## config.mk

```make
export PLATFORM = sky130hd
export DESIGN_NAME = multi_button_debounce_press_timer
export DESIGN_NICKNAME = d
export VERILOG_FILES = /design/src/design/mbd_pkg.sv /design/src/design/mbd_lane.sv /design/src/design/mbd_beep.sv /design/src/design/mbd_out.sv /design/src/design/multi_button_debounce_press_timer.sv
export SDC_FILE = /design/constraint.sdc
export NUM_CORES = 2
export LEC_CHECK = 0
export ABC_AREA = 0
export ABC_CLOCK_PERIOD_IN_PS = 29300
export BUFFER_PORTS_ARGS = -buffer_cell sky130_fd_sc_hd__buf_2
export CORE_MARGIN = 3
export CORE_UTILIZATION = 31
export DETAILED_ROUTE_END_ITERATION = 10
export GPL_TIMING_DRIVEN = 0
export PLACE_DENSITY_LB_ADDON = 0.2
export SYNTH_ARGS = -nofsm -noshare
export SYNTH_HDL_FRONTEND = slang
export SYNTH_SLANG_ARGS = --single-unit
```

## constraint.sdc

```tcl
create_clock -name clk -period 29.3 [get_ports clk]
set_input_delay 2.93 -clock clk [delete_from_list [all_inputs] [get_ports clk]]
set_output_delay 2.93 -clock clk [all_outputs]
set_load 0.02 [all_outputs]
```

## src/design/mbd_pkg.sv

```systemverilog
// Package for the multi-button debounce and press timer.
// Holds sizes, register indexes, the structs passed between modules and the schedule lookup.
// No dependencies; every other design file imports it.
package mbd_pkg;

	// lane and field sizes
	localparam int BUTTONS    = 8;
	localparam int BEEP_STEPS = 4;
	localparam int LANE_W     = $clog2(BUTTONS);
	localparam int LEVEL_W    = 8;
	localparam int MS_W       = 16;
	localparam int PRESS_W    = 32;
	localparam int SINCE_W    = 17;
	localparam int STEP_W     = 3;
	localparam int BCOUNT_W   = 4;
	localparam int TIMES_W    = MS_W * BEEP_STEPS;
	localparam int CFG_W      = 64;
	localparam int CFG_IDX_W  = 3;

	localparam logic [SINCE_W-1:0] SINCE_MAX = {SINCE_W{1'b1}};
	localparam logic [PRESS_W-1:0] PRESS_MAX = {PRESS_W{1'b1}};
	localparam logic [MS_W-1:0]    MS_MAX    = {MS_W{1'b1}};

	// configuration register indexes
	localparam logic [CFG_IDX_W-1:0] REG_DEBOUNCE     = 3'd0;
	localparam logic [CFG_IDX_W-1:0] REG_MIN_PRESS    = 3'd1;
	localparam logic [CFG_IDX_W-1:0] REG_BEEP_DUR     = 3'd2;
	localparam logic [CFG_IDX_W-1:0] REG_BEEP_COUNT   = 3'd3;
	localparam logic [CFG_IDX_W-1:0] REG_BEEP_TIMES   = 3'd4;
	localparam logic [CFG_IDX_W-1:0] REG_ACTIVE       = 3'd5;
	localparam logic [CFG_IDX_W-1:0] REG_BUTTON_COUNT = 3'd6;

	// shared settings seen by every lane
	typedef struct packed {
		logic [MS_W-1:0]    debounce;
		logic [MS_W-1:0]    min_press;
		logic [STEP_W-1:0]  steps;
		logic [TIMES_W-1:0] beep_times;
	} lane_ctl_t;

	// per-lane flags for the current tick
	typedef struct packed {
		logic evt;
		logic trig;
	} lane_flag_t;

	// hold time of one schedule entry
	function automatic logic [MS_W-1:0] schedule_entry(input logic [TIMES_W-1:0] times,
			input logic [STEP_W-1:0] step);
		logic [MS_W-1:0] entry;
		entry = '0;
		for (int k = 0; k < BEEP_STEPS; k++) begin
			if (step == STEP_W'(k)) begin
				entry = times[k*MS_W +: MS_W];
			end
		end
		return entry;
	endfunction

endpackage

```

## src/design/mbd_lane.sv

```systemverilog
// One button lane: debounce counter, stable level, press timer and beep schedule step.
// Depends on mbd_pkg.
module mbd_lane (
	input  logic                        clk,
	input  logic                        arst_n,
	input  logic                        take,
	input  logic                        in_use,
	input  logic                        raw_bit,
	input  logic                        act_bit,
	input  mbd_pkg::lane_ctl_t          ctl,
	output mbd_pkg::lane_flag_t         flag,
	output logic [mbd_pkg::PRESS_W-1:0] press_time
);
	import mbd_pkg::*;

	logic               stable_q;
	logic               rawprev_q;
	logic [SINCE_W-1:0] since_q;
	logic [PRESS_W-1:0] press_q;
	logic [STEP_W-1:0]  step_q;

	logic               pressed;
	logic               stable_n;
	logic [SINCE_W-1:0] since_n;
	logic [PRESS_W-1:0] press_inc;
	logic [PRESS_W-1:0] press_n;
	logic [STEP_W-1:0]  step_n;
	logic               trig;
	logic               evt;

	// next lane state for this tick
	always_comb begin
		pressed   = (raw_bit == act_bit);
		press_inc = (press_q != PRESS_MAX) ? press_q + 1'b1 : press_q;
		press_n   = press_inc;
		stable_n  = stable_q;
		step_n    = step_q;
		trig      = 1'b0;
		evt       = 1'b0;
		if (pressed != rawprev_q) begin
			since_n = '0;
		end else if (since_q != SINCE_MAX) begin
			since_n = since_q + 1'b1;
		end else begin
			since_n = since_q;
		end
		if (since_n > {1'b0, ctl.debounce}) begin
			// beep schedule while held
			if (stable_q && (ctl.steps != '0) && (step_q < ctl.steps) &&
				(press_inc >= {{(PRESS_W-MS_W){1'b0}},
					schedule_entry(ctl.beep_times, step_q)})) begin
				trig   = 1'b1;
				step_n = step_q + 1'b1;
			end
			// debounced level change
			if (pressed != stable_q) begin
				stable_n = pressed;
				if (pressed) begin
					press_n = '0;
					step_n  = '0;
				end else if (press_inc >= {{(PRESS_W-MS_W){1'b0}}, ctl.min_press}) begin
					evt = 1'b1;
				end
			end
		end
	end

	assign flag.evt   = evt && in_use;
	assign flag.trig  = trig && in_use;
	assign press_time = press_inc;

	// lane state, frozen while the lane is out of use
	always_ff @(posedge clk or negedge arst_n) begin
		if (!arst_n) begin
			stable_q  <= 1'b0;
			rawprev_q <= 1'b0;
			since_q   <= '0;
			press_q   <= '0;
			step_q    <= '0;
		end else if (take && in_use) begin
			stable_q  <= stable_n;
			rawprev_q <= pressed;
			since_q   <= since_n;
			press_q   <= press_n;
			step_q    <= step_n;
		end
	end

endmodule

```

## src/design/mbd_beep.sv

```systemverilog
// Shared beep timer: falls after the beep duration, restarts on any lane trigger.
// Depends on mbd_pkg.
module mbd_beep (
	input  logic                     clk,
	input  logic                     arst_n,
	input  logic                     take,
	input  logic                     any_trig,
	input  logic [mbd_pkg::MS_W-1:0] duration,
	output logic                     beep_next
);
	import mbd_pkg::*;

	logic            active_q;
	logic [MS_W-1:0] elapsed_q;
	logic            active_n;
	logic [MS_W-1:0] elapsed_n;

	// advance the running beep, then apply a new trigger
	always_comb begin
		active_n  = active_q;
		elapsed_n = elapsed_q;
		if (active_q) begin
			if (elapsed_q != MS_MAX) begin
				elapsed_n = elapsed_q + 1'b1;
			end
			if (elapsed_n >= duration) begin
				active_n = 1'b0;
			end
		end
		if (any_trig) begin
			active_n  = 1'b1;
			elapsed_n = '0;
		end
	end

	assign beep_next = active_n;

	always_ff @(posedge clk or negedge arst_n) begin
		if (!arst_n) begin
			active_q  <= 1'b0;
			elapsed_q <= '0;
		end else if (take) begin
			active_q  <= active_n;
			elapsed_q <= elapsed_n;
		end
	end

endmodule

```

## src/design/mbd_out.sv

```systemverilog
// Result register: holds the release events of one tick and hands them out one beat each.
// Depends on mbd_pkg.
module mbd_out (
	input  logic                                         clk,
	input  logic                                         arst_n,
	input  logic                                         load,
	input  logic [mbd_pkg::BUTTONS-1:0]                  evt_mask,
	input  logic [mbd_pkg::BUTTONS-1:0][mbd_pkg::PRESS_W-1:0] evt_time,
	input  logic                                         beep_in,
	output logic                                         room,
	output logic                                         out_valid,
	input  logic                                         out_stall,
	output logic                                         event_valid,
	output logic [2:0]                                   button_index,
	output logic [31:0]                                  press_ms,
	output logic                                         beep_on,
	output logic                                         last
);
	import mbd_pkg::*;

	logic                             valid_q;
	logic [BUTTONS-1:0]               mask_q;
	logic [BUTTONS-1:0][PRESS_W-1:0]  time_q;
	logic                             beep_q;

	logic [LANE_W-1:0]  idx;
	logic [BUTTONS-1:0] rest;
	logic               take_out;

	// lowest pending lane
	always_comb begin
		idx = '0;
		for (int j = BUTTONS - 1; j >= 0; j--) begin
			if (mask_q[j]) begin
				idx = LANE_W'(j);
			end
		end
	end

	assign rest         = mask_q & (mask_q - 1'b1);
	assign out_valid    = valid_q;
	assign event_valid  = (mask_q != '0);
	assign button_index = event_valid ? 3'(idx) : 3'd0;
	assign press_ms     = event_valid ? time_q[idx] : 32'd0;
	assign beep_on      = beep_q;
	assign last         = (rest == '0);
	assign take_out     = valid_q && !out_stall;
	assign room         = !valid_q || (take_out && last);

	// control: valid flag and pending mask
	always_ff @(posedge clk or negedge arst_n) begin
		if (!arst_n) begin
			valid_q <= 1'b0;
			mask_q  <= '0;
		end else if (load) begin
			valid_q <= 1'b1;
			mask_q  <= evt_mask;
		end else if (take_out) begin
			if (last) begin
				valid_q <= 1'b0;
			end
			mask_q <= rest;
		end
	end

	// payload captured with the tick
	always_ff @(posedge clk) begin
		if (load) begin
			time_q <= evt_time;
			beep_q <= beep_in;
		end
	end

	// a freshly accepted tick always shows up as a beat
	a_load_shows: assert property (@(posedge clk) disable iff (!arst_n)
		load |=> out_valid)
		else $error("accepted tick did not produce a result beat");

	// a tick without releases is a single beat
	a_empty_last: assert property (@(posedge clk) disable iff (!arst_n)
		(out_valid && !event_valid) |-> last)
		else $error("no-event beat not marked last");

	// events of one tick leave in rising lane order
	a_lane_order: assert property (@(posedge clk) disable iff (!arst_n)
		(out_valid && event_valid && !last && !out_stall) |=>
			(out_valid && event_valid && (button_index > $past(button_index))))
		else $error("release events out of lane order");

	// no new tick while earlier events still wait
	a_no_overrun: assert property (@(posedge clk) disable iff (!arst_n)
		(out_valid && !last) |-> !load)
		else $error("tick loaded over pending events");

endmodule

```

## src/design/multi_button_debounce_press_timer.sv

```systemverilog
// Top level of the multi-button debounce and press timer.
// Depends on mbd_pkg, mbd_lane, mbd_beep and mbd_out.
//
// Each accepted beat on the input is one millisecond tick with the raw levels of all
// buttons. The lanes and the beep timer update in the cycle the tick is accepted and the
// results land in the result register; ticks with no release or one release can follow
// back to back while the output is not stalled. A tick with n debounced releases
// (n up to 8) holds the result register for n beats, one per release in lane order; the
// next tick is accepted in the cycle the last of them is taken. Configuration writes are
// plain indexed writes and take effect on the next tick.
module multi_button_debounce_press_timer (
	input  logic                           clk,
	input  logic                           arst_n,
	input  logic                           cfg_write,
	input  logic [mbd_pkg::CFG_IDX_W-1:0]  cfg_index,
	input  logic [mbd_pkg::CFG_W-1:0]      cfg_data,
	input  logic                           in_valid,
	output logic                           in_stall,
	input  logic [7:0]                     button_levels,
	output logic                           out_valid,
	input  logic                           out_stall,
	output logic                           event_valid,
	output logic [2:0]                     button_index,
	output logic [31:0]                    press_ms,
	output logic                           beep_on,
	output logic                           last
);
	import mbd_pkg::*;

	logic [MS_W-1:0]     debounce_q;
	logic [MS_W-1:0]     min_press_q;
	logic [MS_W-1:0]     beep_dur_q;
	logic [STEP_W-1:0]   beep_count_q;
	logic [TIMES_W-1:0]  beep_times_q;
	logic [LEVEL_W-1:0]  active_q;
	logic [BCOUNT_W-1:0] button_count_q;

	lane_ctl_t                       ctl;
	lane_flag_t [BUTTONS-1:0]        flags;
	logic [BUTTONS-1:0][PRESS_W-1:0] times;
	logic [BUTTONS-1:0]              evt_mask;
	logic [BUTTONS-1:0]              trig_mask;
	logic                            room;
	logic                            take;
	logic                            beep_next;

	// configuration registers
	always_ff @(posedge clk or negedge arst_n) begin
		if (!arst_n) begin
			debounce_q     <= 16'd50;
			min_press_q    <= 16'd50;
			beep_dur_q     <= 16'd100;
			beep_count_q   <= '0;
			beep_times_q   <= '0;
			active_q       <= '0;
			button_count_q <= '0;
		end else if (cfg_write) begin
			unique case (cfg_index)
				REG_DEBOUNCE:     debounce_q     <= cfg_data[MS_W-1:0];
				REG_MIN_PRESS:    min_press_q    <= cfg_data[MS_W-1:0];
				REG_BEEP_DUR:     beep_dur_q     <= cfg_data[MS_W-1:0];
				REG_BEEP_COUNT:   beep_count_q   <= cfg_data[STEP_W-1:0];
				REG_BEEP_TIMES:   beep_times_q   <= cfg_data[TIMES_W-1:0];
				REG_ACTIVE:       active_q       <= cfg_data[LEVEL_W-1:0];
				REG_BUTTON_COUNT: button_count_q <= cfg_data[BCOUNT_W-1:0];
				default: ;
			endcase
		end
	end

	// shared lane settings, schedule length clamped to the table size
	assign ctl.debounce   = debounce_q;
	assign ctl.min_press  = min_press_q;
	assign ctl.steps      = (beep_count_q > STEP_W'(BEEP_STEPS)) ? STEP_W'(BEEP_STEPS)
		: beep_count_q;
	assign ctl.beep_times = beep_times_q;

	assign take     = in_valid && room;
	assign in_stall = !room;

	// button lanes
	for (genvar i = 0; i < BUTTONS; i++) begin : g_lane
		logic raw_bit;
		logic act_bit;
		logic in_use;

		if (i < LEVEL_W) begin : g_bits
			assign raw_bit = button_levels[i];
			assign act_bit = active_q[i];
		end else begin : g_zero
			assign raw_bit = 1'b0;
			assign act_bit = 1'b0;
		end

		assign in_use       = (BCOUNT_W'(i) < button_count_q);
		assign evt_mask[i]  = flags[i].evt;
		assign trig_mask[i] = flags[i].trig;

		mbd_lane u_lane (
			.clk        (clk),
			.arst_n     (arst_n),
			.take       (take),
			.in_use     (in_use),
			.raw_bit    (raw_bit),
			.act_bit    (act_bit),
			.ctl        (ctl),
			.flag       (flags[i]),
			.press_time (times[i])
		);
	end

	// shared beep output
	mbd_beep u_beep (
		.clk       (clk),
		.arst_n    (arst_n),
		.take      (take),
		.any_trig  (trig_mask != '0),
		.duration  (beep_dur_q),
		.beep_next (beep_next)
	);

	// result register and event serializer
	mbd_out u_out (
		.clk          (clk),
		.arst_n       (arst_n),
		.load         (take),
		.evt_mask     (evt_mask),
		.evt_time     (times),
		.beep_in      (beep_next),
		.room         (room),
		.out_valid    (out_valid),
		.out_stall    (out_stall),
		.event_valid  (event_valid),
		.button_index (button_index),
		.press_ms     (press_ms),
		.beep_on      (beep_on),
		.last         (last)
	);

endmodule

```

==> PnR_summary.wiki <==
{| class="wikitable"
! Metric !! Value
|-
| Number of standard-cell rows in the floorplan || 158
|-
| Clk_lat worst skew || 0.77 ns
|-
| Initial antenna violation count || 14
|-
| Final design utilization || 0.3541
|-
| Number of instances on the worst hold path || 1
|-
| Origin of the critical flop-to-flop path || g_lane[6].u_lane.press_q[14]
|-
| RR Endpoint || u_out.beep_on
|-
| Die X || 439.4 um
|-
| H-tree lvl count || 3
|-
| Main flop type after synthesis || dfrtp_1
|-
| Clock transition time at the flip-flop clock pins of the worst setup and hold paths || 0.07 ns
|-
| Inserted Clock Buffers || 98
|-
| Number of detailed-route iterations in the first pass || 8
|-
| Yosys reg bits || 842
|-
| Yosys warning count || 0
|-
| Vias in the first global route || 49318
|-
| Post-layout nets || 7244
|-
| Count of buffers added by post-CTS timing repair for setup || 0
|-
| Wire length per cell after detailed routing || 26.26 um
|-
| Fraction of the yosys area taken by sequential cells || 0.3841
|-
| Number of buffers added to fix hold violations after cts || 0
|-
| Die Area || 193100 um2
|-
| Post-synthesis cell area || 58240 um2
|-
| Post-detail-place hpwl || 187500 um
|-
| Highest achievable clock rate || 114.6 MHz
|-
| Drt total wl || 243200 um
|-
| Critical Path Source Type || primary input
|-
| Depth of the worst register-to-register path || 24
|-
| Setup-violating endpoint count in the final report || 0
|-
| Area taken by multi-input logic gates || 33570 um2
|-
| Clock root buffer master || clkbuf_16
|-
| Vertical extent of the die || 439.4 um
|-
| Footprint of the flip-flops and latches || 22370 um2
|-
| Total via count in the routed design || 51704
|-
| Average footprint of a synthesized cell || 9.024 um2
|-
| Number of synthesized flops with an enable pin || 257
|-
| Maxcap violations || 2
|-
| Sequential share of power || 0.340
|-
| Share of total power consumed by net switching || 0.4024
|-
| Hold Startpoint || g_lane[1].u_lane.press_q[15]
|-
| Worst Path Required || 29.82 ns
|-
| Number of nets with antenna violations after routing || 0
|-
| Critical path start-end classification || primary input to flip-flop
|-
| Library cells used by synthesis || 96
|-
| Number of nets produced by synthesis || 7007
|-
| Initial core utilization || 0.3131
|-
| Average via count per standard cell || 5.584
|-
| Run status || finished, violations left
|-
| Clock tree from TritonCTS || done
|-
| Transition time of the tightest slew-check pin || 1.515 ns
|-
| Area inside the core boundary || 186000 um2
|-
| Leakage || 27.76 nW
|-
| CP endpoint kind || flip-flop
|-
| Number of clock sinks || 842
|-
| Setup total negative slack || 0 ns
|-
| Clock Power Share || 0.293
|-
| Maximum clock path buffer count || 3
|-
| Async set or reset register ratio after synthesis || 0.6948
|-
| Final-report hold violation count || 0
|-
| Proportion of layout cells with a drive suffix above 1 || 0.08092
|-
| Combinational share of power || 0.367
|-
| Remaining design rule violation count || 0
|-
| Data arrival at the endpoint of the critical path || 9.25 ns
|-
| Count of pins over their slew limit || 7
|-
| Failing checks || capacitance limit, slew limit
|-
| Count of port buffers added during placement || 118
|-
| Setup repair after global routing missed its margin || no
|-
| First-pass GRT wire length || 348200 um
|-
| Cell area power density || 69.76 nW/um2
|-
| Type of the worst min-delay path || flip-flop to flip-flop
|-
| Endpoint of the worst hold-timing path || g_lane[1].u_lane.press_q[15]
|-
| Clock skew after layout || 0.05865 ns
|-
| Final Wtd Congestion || 0.9875
|-
| Largest driver fanout on the critical path || 10
|-
| I/O pin count || 120
|-
| Total internal power || 0.002746 W
|-
| Post-Syn Instances || 6454
|-
| Register-to-register setup slack || 20.61 ns
|-
| Global route total overflow || 0
|-
| Worst-case headroom to the max-slew limit || -0.01330
|-
| Area growth syn-to-layout || 13.10%
|-
| Max VDD drop || 48.29 uV
|-
| Global routing usage summed across all routing layers || 0.2460
|-
| Filler cell count || 19053
|-
| Clock period minus worst slack || 8.728 ns
|-
| First DRT Iteration DRCs || 5183
|-
| Sw Pwr || 0.001849 W
|-
| Largest net degree at the start of global routing || 113
|-
| Part of the cycle the worst path needs || 0.2979
|-
| Resized Gates After CTS || 0
|}
## placed cells by master (no fill, tap or decap), types with 24 or more instances in the layout
master	n
nand4_1	180
nor4_1	39
nor3_1	88
edfxtp_1	257
a22oi_1	157
and3_1	96
and2_1	33
a31oi_1	33
xnor2_1	197
clkbuf_16	102
mux4_2	64
mux2i_1	34
nand2_1	1009
or3_1	49
nor2_1	507
o21a_1	28
nor2b_1	32
dfrtp_1	576
mux2_2	105
o21ai_0	452
a22o_1	91
o31ai_1	128
a211oi_1	38
ha_1	473
buf_2	133
o22ai_1	24
xor2_1	217
inv_1	186
and4_1	41
nand3_1	191
clkbuf_1	380
a21oi_1	247
buf_1	52
nand2b_1	48
a21o_1	134
## worst max-delay path, stage by stage
cell	delay [ns]
buf_2	0.24
xor2_1	0.98
xnor2_1	0.27
clkbuf_1	0.44
nor2_1	0.16
ha_1	0.32
a21o_1	0.18
a21o_1	0.17
a21oi_1	0.16
o211ai_1	0.10
o21ai_0	1.10
a221oi_1	0.50
o41ai_2	0.34
o311a_1	0.47
buf_2	0.33
nand3_2	0.13
buf_6	0.20
or2_1	0.21
## metrics by stage
step           hold WS, ns  power, W  std cells  worst slack (ns)  instance area (um2)
2_1_floorplan       0.4567  0.002560       6454             17.38                58240
3_3_place_gp        0.4804  0.003209       9052             11.10                61930
3_5_place_dp        0.4839  0.003234       9071             19.86                62370
4_1_cts             0.4926  0.004600       9252             20.71                65840
5_1_grt             0.5224  0.004843       9255             20.33                65860
6_report            0.4893  0.004595       9260             20.57                65870
## area by class of cell
class	count	area share
Sequential cell	842	0.3396
Timing Repair Buffer	137	0.01484
Tap cell	2480	0.04711
Multi-Input combinational cell	4992	0.5096
Antenna cell	8	0.0003039
Buffer	431	0.02507
Clock inverter	49	0.01090
Inverter	189	0.01077
Clock buffer	132	0.04183
## worst max path at each step
| stage | to | start |
|---|---|---|
| detailed placement | u_out.beep_on | button_levels[0] |
| global placement | g_lane[1].u_lane.press_q[25] | arst_n |
| CTS | u_out.beep_on | g_lane[6].u_lane.press_q[14] |
| floorplan | u_beep.elapsed_q[11] | out_stall |
| global route | u_out.beep_on | g_lane[6].u_lane.press_q[14] |
| finish | u_out.beep_on | button_levels[1] |
## power by group through the flow
stage	Sequential [W]	Clock [W]	Combinational (W)
global placement	0.00159	0	0.00162
finish	0.00156	0.00134	0.00169
floorplan	0.00154	0	0.00102
detailed placement	0.00158	0	0.00166
CTS	0.00156	0.00138	0.00166
global route	0.00159	0.00142	0.00184
## registers in the layout, summed over array words and instances (netlist names), 16 cells and up
signal                 flops
min_press_q               16
g_lane.u_lane.since_q    136
g_lane.u_lane.press_q    256
debounce_q                16
u_out.time_q             256
u_beep.elapsed_q          16
g_lane.u_lane.step_q      24
beep_times_q              64
beep_dur_q                16
## synthesized netlist by cell type (15+ instances only)
library cell | n | area [um2]
a21o_1 | 134 | 1006
a211oi_1 | 38 | 285.3
dfrtp_1 | 576 | 14410
nand3_1 | 191 | 955.9
or2_2 | 15 | 93.84
mux4_2 | 64 | 1441
o21a_1 | 28 | 210.2
nor4_1 | 40 | 250.2
or4_1 | 20 | 150.1
a22o_1 | 91 | 797.0
clkbuf_1 | 363 | 1363
nor2_1 | 508 | 1907
and2_1 | 33 | 206.5
o22ai_1 | 24 | 150.1
or3_1 | 49 | 306.5
buf_1 | 52 | 195.2
ha_1 | 473 | 5918
a31oi_1 | 33 | 206.5
edfxtp_1 | 257 | 7717
o21ai_0 | 452 | 2262
xor2_1 | 217 | 1901
nor3_1 | 93 | 465.5
mux2_2 | 105 | 1182
nor2b_1 | 32 | 200.2
nand2_1 | 1009 | 3787
o31ai_1 | 128 | 960.9
xnor2_1 | 197 | 1725
a22oi_1 | 157 | 1179
nand4_1 | 180 | 1126
mux2i_1 | 34 | 340.3
a21oi_1 | 248 | 1241
nand2b_1 | 48 | 300.3
and3_1 | 96 | 600.6
and4_1 | 41 | 359.1
inv_1 | 186 | 698.2
## layer usage
layer	global-route usage	routed length, um	vias up
li1	-	-	23845
met1	0.3249	104000	25566
met2	0.4039	112800	1849
met3	0.03244	14710	436
met4	0.1030	11590	8
met5	0	52	-
## kinds of logic (layout without fill, tap and decap cells)
| family | Yosys count | after routing | synth area share |
|---|---|---|---|
| AND/OR/NAND/NOR | 2414 | 2414 | 0.1943 |
| AO/OA/AOI/OAI | 1484 | 1484 | 0.1657 |
| flip-flops | 842 | 842 | 0.3841 |
| buffers and inverters | 620 | 938 | 0.04041 |
| adder cells (fa/ha/maj) | 474 | 474 | 0.1018 |
| XOR/XNOR | 414 | 414 | 0.06226 |
| multiplexers | 206 | 206 | 0.05148 |
| other | 0 | 8 | 0 |
Note: power is estimated with default switching activity, not from simulation.
